==> src/rtl/bpa_pkg.sv <==
// ----------------------------------------------------------------------------
// bpa_pkg: shared constants of the buddy page allocator
// Opcodes, status codes and the fixed field widths of the request and
// result words.
// ----------------------------------------------------------------------------
`default_nettype none

package bpa_pkg;

	// field widths fixed by the interface
	localparam int REQ_W  = 24;
	localparam int ADDR_W = 20;
	localparam int STAT_W = 2;
	// shift amount width of the size unit (order + page order)
	localparam int SH_W   = 6;

	// opcodes
	localparam logic OP_ALLOC = 1'b0;
	localparam logic OP_FREE  = 1'b1;

	// status codes
	localparam logic [STAT_W-1:0] ST_OK      = 2'd0;
	localparam logic [STAT_W-1:0] ST_NOSPACE = 2'd1;
	localparam logic [STAT_W-1:0] ST_BADFREE = 2'd2;

endpackage

`default_nettype wire

==> src/rtl/bpa_shift_unit.sv <==
// ----------------------------------------------------------------------------
// bpa_shift_unit: shared shift and compare unit
// Tests a request size against the block size of one order, and forms
// the buddy page of a block at one order. Used once per sequencer step.
// ----------------------------------------------------------------------------
`default_nettype none

module bpa_shift_unit import bpa_pkg::*; #(
	parameter int PAGE_ORDER  = 12,
	parameter int TOTAL_ORDER = 20,
	localparam int PG_W   = TOTAL_ORDER - PAGE_ORDER,
	localparam int NORD   = PG_W + 1,
	localparam int OC_W   = $clog2(NORD + 1)
) (
	input  wire logic [REQ_W-1:0] bytes_m1,
	input  wire logic             bytes_zero,
	input  wire logic [OC_W-1:0]  ord,
	input  wire logic [PG_W-1:0]  page,
	output logic                  too_big,
	output logic [PG_W-1:0]       buddy
);

	logic [SH_W-1:0] sh;

	// size exceeds 2^(ord+PAGE_ORDER) when (size-1) has a bit at or above it
	always_comb begin
		sh      = SH_W'(ord) + SH_W'(PAGE_ORDER);
		too_big = !bytes_zero && ((bytes_m1 >> sh) != '0);
		buddy   = page ^ (PG_W'(1) << ord);
	end

endmodule

`default_nettype wire
==> config.mk <==
export PLATFORM = sky130hd
export DESIGN_NAME = bpa_shift_unit
export DESIGN_NICKNAME = d
export VERILOG_FILES = /design/src/rtl/bpa_pkg.sv /design/src/rtl/bpa_shift_unit.sv
export SDC_FILE = /design/constraint.sdc
export NUM_CORES = 1
export LEC_CHECK = 0
export ABC_CLOCK_PERIOD_IN_PS = 3050
export BUFFER_PORTS_ARGS = -buffer_cell sky130_fd_sc_hd__buf_2
export CORE_AREA = 2 2 39 41
export DETAILED_ROUTE_END_ITERATION = 8
export DIE_AREA = 0 0 41 43
export GPL_TIMING_DRIVEN = 0
export PLACE_DENSITY = 0.73
export SYNTH_ARGS = -nofsm -noshare
export SYNTH_HDL_FRONTEND = slang
export SYNTH_SLANG_ARGS = --single-unit
==> constraint.sdc <==
create_clock -name vclk -period 3.05
set_clock_uncertainty 0.1 [all_clocks]
set_input_delay 0.61 -clock vclk [all_inputs]
set_output_delay 0.61 -clock vclk [all_outputs]
set_load 0.01 [all_outputs]
* Yosys cells after proc, flatten, opt, wreduce, memory -nomap -nowiden
Cells that the tools add are included. Widths: inputs -> output; s select.
Storage, ports and cells: ROM bits 0, word-level logic and storage cells 7, flip-flop bits (word level) 0, output and inout port bits 9, latch bits 0, RAM bits 0, memories kept 0
Operators by class: $mul 0, magnitude comparators 0, add/sub/neg operators 1, mux-type cells 0, shift-type cells 2, equality and inequality tests 0, reduce and logical (&&, ||, !) cells 3, bitwise operators 1, div/mod/pow operators 0
Operators with widths (number):
- $reduce_bool 24->1 | 1
- $shr 24x5->24 | 1
- $shl 1x4->8 const A | 1
- $xor 8x8->8 | 1
- $add 4x4->5 const B | 1
- $logic_and 1x1->1 | 1
- $logic_not 1->1 | 1

* Depth between registers and ports, before layout
Gate-level depths: netlist of the first run.
depth in word-level cells 4, depth in mapped cells 5

* Worst setup path after synthesis of the first run
Ideal clock, no wire load.
path type input to output, start point input port ord[0], end point output port too_big, stages on the path 5, data arrival time 1378 ps, data required time 2340 ps, slack 962 ps, buffers on the path 1, cell sequence buf_4 nor2_1 o21ba_1 o31a_1 a31oi_1
Between the ends: word-level cells in the longest chain between the ends 4
RTL lines:
- start: declaration | RTL line bpa_shift_unit.sv:17 | input wire logic [OC_W-1:0] ord,
- $add 4x4->5 | RTL line bpa_shift_unit.sv:27 | sh = SH_W'(ord) + SH_W'(PAGE_ORDER);
- $shr 24x5->24 | RTL line bpa_shift_unit.sv:28 | too_big = !bytes_zero && ((bytes_m1 >> sh) != '0);
- $reduce_bool 24->1 | RTL line bpa_shift_unit.sv:28
- $logic_and 1x1->1 | RTL line bpa_shift_unit.sv:28
- end: declaration | RTL line bpa_shift_unit.sv:19 | output logic too_big,
No other way between the ends.

* Final worst setup path of the first run
Same ends and word-level chain as after synthesis.

==> results of run 1 <==
## cells by family (layout without fill, tap and decap cells)
group,count (synthesis),after routing,synth area share
AND/OR/NAND/NOR,24,24,0.4450
multiplexers,1,1,0.04128
buffers and inverters,3,36,0.05503
XOR/XNOR,8,8,0.2569
AO/OA/AOI/OAI,9,9,0.2018
## worst paths after layout
path  endpoint  slack (ns)
max    too_big        0.76
min    too_big        1.35
## Yosys cell counts (all sizes together)
library cell,count,area (um^2)
nor2,8,30.03
xor2,7,61.31
nand2b,5,31.28
o21ai,5,25.02
nor3,4,20.02
nand3,2,10.01
nor4,2,12.51
a21oi,1,5.000
a31oi,1,6.260
buf,1,7.510
clkbuf,1,3.750
inv,1,3.750
mux2,1,11.26
nand2,1,3.750
nor2b,1,6.260
nor3b,1,7.510
o21ba,1,10.01
o31a,1,8.760
xnor2,1,8.760
## metal layers
| layer | track usage | vias up |
|---|---|---|
| li1 | - | 223 |
| met1 | 0.1392 | 180 |
| met2 | 0.1719 | 18 |
| met3 | 0 | 0 |
| met4 | 0 | 0 |
| met5 | 0 | - |
## cell type report
cell class	count	area (um^2)
plain buffers	2	11.26
multi-input cells	42	257.7
well taps	16	20.02
repair buffers	33	165.2
inverters	1	3.754
fillers	158	925.9
## per-stage QoR
step                      instance area (um^2)  utilization  std cells  power [uW]  setup slack, ns
after floorplan                          272.8            -         45       28.09           0.9624
after global placement                   457.9       0.3309         94       57.42           0.7754
after detailed placement                 457.9       0.3309         94       58.38           0.7710
after CTS                                457.9       0.3309         94       58.60           0.7620
after global routing                     457.9       0.3309         94       65.49           0.6705
final                                    457.9       0.3309         94       57.90           0.7623
## worst max-delay path: cells and delay by family
kind / cells / cell delay (ns)
compound gates: 3 / 0.50
buf+inv: 3 / 0.41
simple gates: 1 / 0.06
## power breakdown
group | total, uW | internal (uW) | leakage (uW) | switching (uW)
Combinational | 57.9 | 29.8 | 0.000242 | 28.1
Clock | 0 | 0 | 0 | 0
Sequential | 0 | 0 | 0 | 0
Total | 57.9 | 29.8 | 0.000242 | 28.1
==> out/qor.txt, run 1 <==
Min-delay worst type -> in -> out
Setup bufs post-CTS -> 0
Placement Rows -> 14
Global Route Usage Sum -> 0.09890
Critical path startpoint -> ord[0]
Largest net degree at the start of global routing -> 11
WL met2 -> 422 um
Slew margin rel. -> 0.7549
Mapped Area -> 272.8 um^2
CP cell instances -> buf_2 > buf_4 > nor2_1 > o21ba_1 > o31a_1 > a31oi_1 > buf_2
Total negative setup slack -> 0 ns
1st-iter DRT viols -> 2
Register area -> 0 um^2
Vias -> 421
Seq cells -> 0
Synth cell types -> 19
Die area -> 0.001763 mm^2
Initial antenna violation count -> 0
CP arrival -> 1.58 ns
Synth Warn # -> 0
Met3 wire length -> 86 um
Worst-Margin Slew -> 0.3677 ns
Global-route wire length before repair -> 1.331 mm
N_diodes -> 0
Cell mode on critical path -> buf_2
Sequential area share after synthesis -> 0
Vias per std cell -> 4.479
CP Launch Type -> input port
WL final -> 834 um
Crit path kind -> in -> out
Final ANT Viol Nets -> 0
Hold Crit Start -> bytes_zero
Max Cap Viol -> 0
CP peak stage delay -> 0.22 ns
Hold_buf cts -> 0
Critical path's slowest cell -> o31a_1
Setup violators final -> 0
Post-CTS Resized -> 0
Vias in the first global route -> 336
DR top layer -> met3
Worst Path Max Fanout -> 10
WL met1 -> 325 um
Status -> complete, no violations
GRT Residual Overflow -> 0
Die height -> 43 um
VDD IR max -> 0.04710 mV
Core Area -> 0.001384 mm^2
First-pass iteration count of the detailed router -> 3
Worst hold margin -> 1.351 ns
Most frequent cells in the layout -> buf_2, nor2_1, xor2_1
PortBufs -> 33
Share of cells above drive strength 1 -> 0.4487
WL per Instance -> 8.872 um
Average cell area after synthesis -> 6.061 um^2
Final Hold Fails -> 0
Commonest non-fill, non-tap cell in the layout -> buf_2
Area Overhead vs Synth -> 67.89%
Tcrit/Tclk final -> 0.7501
Worst Path Required -> 2.34 ns
Chip Width -> 41 um
Highest achievable clock rate -> 437.1 MHz
RSZ-0062 raised after global routing -> false
LEAKAGE -> 0.0002419 uW
Tmin final -> 2.288 ns
Syn_nets -> 82
Gpl congestion -> 0.7106
Gate Count Post-Synth -> 45
Max-slew violation count -> 0
Worst setup EP type -> output pin
Layout clock buffers -> 0
Final #Nets -> 117
# IOs -> 46
Final HPWL DP -> 736.8 um
WHS Path Cells -> 3
Starting density of the core -> 0.1971
P per Cell Area -> 126.4 mW/mm^2
DRC violations left -> 0
Power figures use the tool's default switching activity.
==> inputs of run 2 (changes only) <==
ABC_CLOCK_PERIOD_IN_PS = 2000   (was 3050)
PLACE_DENSITY = 0.75   (was 0.73)
clock period = 2 ns   (was 3.05 ns; I/O delays follow)
==> out/qor.txt, run 2 (same netlist as run 1, synthesis figures left out) <==
Status -> complete, no violations
Die area -> 0.001763 mm^2
Worst Path Required -> 1.50 ns
Worst setup EP type -> output pin
WL final -> 842 um
Tmin final -> 1.863 ns
Highest achievable clock rate -> 536.9 MHz
Commonest non-fill, non-tap cell in the layout -> buf_2
Layout clock buffers -> 0
Seq cells -> 0
Total negative setup slack -> 0 ns
CP peak stage delay -> 0.23 ns
CP Launch Type -> input port
Die height -> 43 um
VDD IR max -> 0.07946 mV
Share of cells above drive strength 1 -> 0.4487
Placed insts -> 94
Setup bufs post-CTS -> 0
Cell mode on critical path -> buf_2
Setup slack after layout -> 0.1374 ns
Slew margin rel. -> 0.7518
Final Core Density -> 0.3309
WL per Instance -> 8.957 um
Initial antenna violation count -> 0
Fillers -> 166
Final HPWL DP -> 730.9 um
Max Cap Viol -> 0
First-pass iteration count of the detailed router -> 1
Final Hold Fails -> 0
PortBufs -> 33
N_diodes -> 0
Hold_buf cts -> 0
1st-iter DRT viols -> 0
Final ANT Viol Nets -> 0
LEAKAGE -> 0.0002419 uW
CP cell instances -> buf_2 > buf_4 > nor2_1 > o21ba_1 > o31a_1 > a31oi_1 > buf_2
Global-route wire length before repair -> 1.352 mm
Starting density of the core -> 0.1971
Core Area -> 0.001384 mm^2
P per Cell Area -> 193.8 mW/mm^2
CP arrival -> 1.36 ns
Most frequent cells in the layout -> buf_2, nor2_1, xor2_1
Worst Path Max Fanout -> 10
Area of the multi-input gates -> 257.7 um^2
Final #Nets -> 117
Tcrit/Tclk final -> 0.9313
Min-delay worst type -> in -> out
RSZ-0062 raised after global routing -> false
Critical path's slowest cell -> o31a_1
Setup violators final -> 0
Largest net degree at the start of global routing -> 11
Vias in the first global route -> 332
Worst-Margin Slew -> 0.3723 ns
Gpl congestion -> 0.7297
Area Overhead vs Synth -> 67.89%
# IOs -> 46
Post-CTS Resized -> 0
Final std cells w/o fill -> 94
GRT Residual Overflow -> 0
Chip Width -> 41 um
Pre-CTS WS -> 0.1465 ns
Placement Rows -> 14
Crit path kind -> in -> out
Max-slew violation count -> 0
Register area -> 0 um^2
Global Route Usage Sum -> 0.1009
Vias -> 418
DRC violations left -> 0
Vias per std cell -> 4.447
[run 2: worst paths after layout]
check / startpoint / to / slack, ns / cells past startpoint
setup / recovery: ord[0] / too_big / 0.14 / 7
hold / removal: bytes_zero / too_big / 0.93 / 3
[run 2: area by class of cell]
type | instances | share of cell area
Timing Repair Buffer | 33 | 0.3607
Buffer | 2 | 0.02459
Inverter | 1 | 0.008197
Tap cell | 16 | 0.04372
Multi-Input combinational cell | 42 | 0.5628
[run 2: routing by layer]
layer / wire, um / vias to the layer above / global-route usage
met5: 0 / - / 0
met4: 0 / 0 / 0
met3: 70 / 0 / 0
met2: 420 / 17 / 0.1656
met1: 350 / 177 / 0.1519
li1: - / 224 / -
[run 2: worst max-delay path, delay by kind of cell]
family          cells  cell delay, ns
compound gates      3            0.51
buf+inv             3            0.41
simple gates        1            0.05
[run 2: report_power, final]
part / leakage (uW) / internal (uW) / switching (uW)
Sequential: 0 / 0 / 0
Combinational: 0.000242 / 45.4 / 43.3
Clock: 0 / 0 / 0
[run 2: per-stage QoR]
stage | power (uW) | hold slack, ns | cell area [um^2]
after CTS | 89.79 | 0.9328 | 457.9
final | 88.77 | 0.9319 | 457.9
after detailed placement | 89.46 | 0.9283 | 457.9
after global routing | 100.4 | 0.9478 | 457.9
after floorplan | 42.84 | 0.7441 | 272.8
after global placement | 87.79 | 0.9311 | 457.9
==> inputs of run 3 (changes only) <==
ABC_AREA = 1   (was not set)
PLACE_DENSITY = 0.83   (was 0.75)
==> out/qor.txt, run 3 <==
DRC violations left -> 0
Commonest non-fill, non-tap cell in the layout -> buf_2
Setup slack after layout -> 0.2013 ns
Gate Count Post-Synth -> 73
Setup bufs post-CTS -> 0
Gpl congestion -> 0.7894
# IOs -> 46
Syn_nets -> 110
Post-CTS Resized -> 0
Tcrit/Tclk final -> 0.8993
WL per Instance -> 7.976 um
Hold Crit Start -> bytes_zero
Global Route Usage Sum -> 0.1199
Min-delay worst type -> in -> out
Max Cap Viol -> 0
Status -> complete, no violations
Crit path kind -> in -> out
Area Overhead vs Synth -> 53.15%
Register area -> 0 um^2
Hold_buf cts -> 0
Most frequent cells in the layout -> buf_2, nand2_1, inv_1
CP Launch Type -> input port
Core Area -> 0.001384 mm^2
Vias in the first global route -> 454
LEAKAGE -> 0.0003587 uW
Share of cells above drive strength 1 -> 0.3925
N_diodes -> 0
Seq cells -> 0
Vias per std cell -> 4.163
PortBufs -> 34
Die area -> 0.001763 mm^2
Sequential area share after synthesis -> 0
Worst-Margin Slew -> 0.2576 ns
Highest achievable clock rate -> 556.0 MHz
Placement Rows -> 14
First-pass iteration count of the detailed router -> 4
P per Cell Area -> 198.8 mW/mm^2
Synth Warn # -> 0
1st-iter DRT viols -> 4
Synth area leader -> nand2_1
Final HPWL DP -> 867.6 um
CP arrival -> 1.30 ns
Largest net degree at the start of global routing -> 11
Final Hold Fails -> 0
Placed insts -> 123
RSZ-0062 raised after global routing -> false
Fillers -> 172
Chip Width -> 41 um
Critical path startpoint -> ord[0]
Final std cells w/o fill -> 123
WL final -> 981 um
Global-route wire length before repair -> 1.580 mm
Final ANT Viol Nets -> 0
Max-slew violation count -> 0
Most frequent cell after synthesis -> nand2_1
Mapped Area -> 357.8 um^2
Setup violators final -> 0
GRT Residual Overflow -> 0
Worst setup EP type -> output pin
Starting density of the core -> 0.2586
Pre-CTS WS -> 0.1897 ns
Tmin final -> 1.799 ns
VDD IR max -> 0.07489 mV
Average cell area after synthesis -> 4.902 um^2
Worst Path Max Fanout -> 10
Worst Path Required -> 1.50 ns
Layout clock buffers -> 0
Synth cell types -> 15
Top post-synthesis cells by count -> nand2_1, inv_1, nor2_1
Synth top area share -> 0.2727
Die height -> 43 um
Vias -> 512
Synth top area cells -> nand2_1, inv_1, xnor2_1
Slew margin rel. -> 0.8276
Initial antenna violation count -> 0
Total negative setup slack -> 0 ns
Final #Nets -> 146
==> run 3: power by group <==
group          switching (uW)  internal, uW
registers                   0             0
clock network               0             0
logic                    57.3          51.7
==> run 3: kinds of logic after synthesis <==
logic type	synth area share
xor+xnor	0.1958
simple gates	0.5874
buf+inv	0.1888
compound gates	0.02797
==> run 3: worst paths after layout <==
check / to / cells past startpoint
setup / recovery: too_big / 10
hold / removal: too_big / 3
==> run 3: critical path: stages <==
cell,delay [ns]
buf_2,0.11
buf_6,0.14
nor2_4,0.10
nand2_1,0.06
nand2_1,0.05
nor2_1,0.04
a21oi_1,0.13
nor2_1,0.06
nor2_1,0.07
buf_2,0.13
==> run 3: final cells by class <==
| type | instances | area (um^2) | area share |
|---|---|---|---|
| Tap cell | 16 | 20.02 | 0.03653 |
| Timing Repair Buffer | 34 | 170.2 | 0.3105 |
| Inverter | 15 | 56.30 | 0.1027 |
| Multi-Input combinational cell | 57 | 290.3 | 0.5297 |
| Buffer | 1 | 11.26 | 0.02055 |
==> run 3: routing by layer <==
layer,global-route usage,share of wire
met1,0.1266,0.40
met2,0.2406,0.53
met3,0.005236,0.071
met4,0.01333,0
met5,0,0
==> run 3: metrics by stage <==
stage	total power, uW	utilization	cell area (um^2)	hold slack [ns]
2_1_floorplan	60.19	-	357.8	0.7475
4_1_cts	110.4	0.3960	548.0	0.9310
3_5_place_dp	109.8	0.3960	548.0	0.9301
5_1_grt	122.4	0.3960	548.0	0.9482
6_report	108.9	0.3960	548.0	0.9296
3_3_place_gp	106.7	0.3960	548.0	0.9296
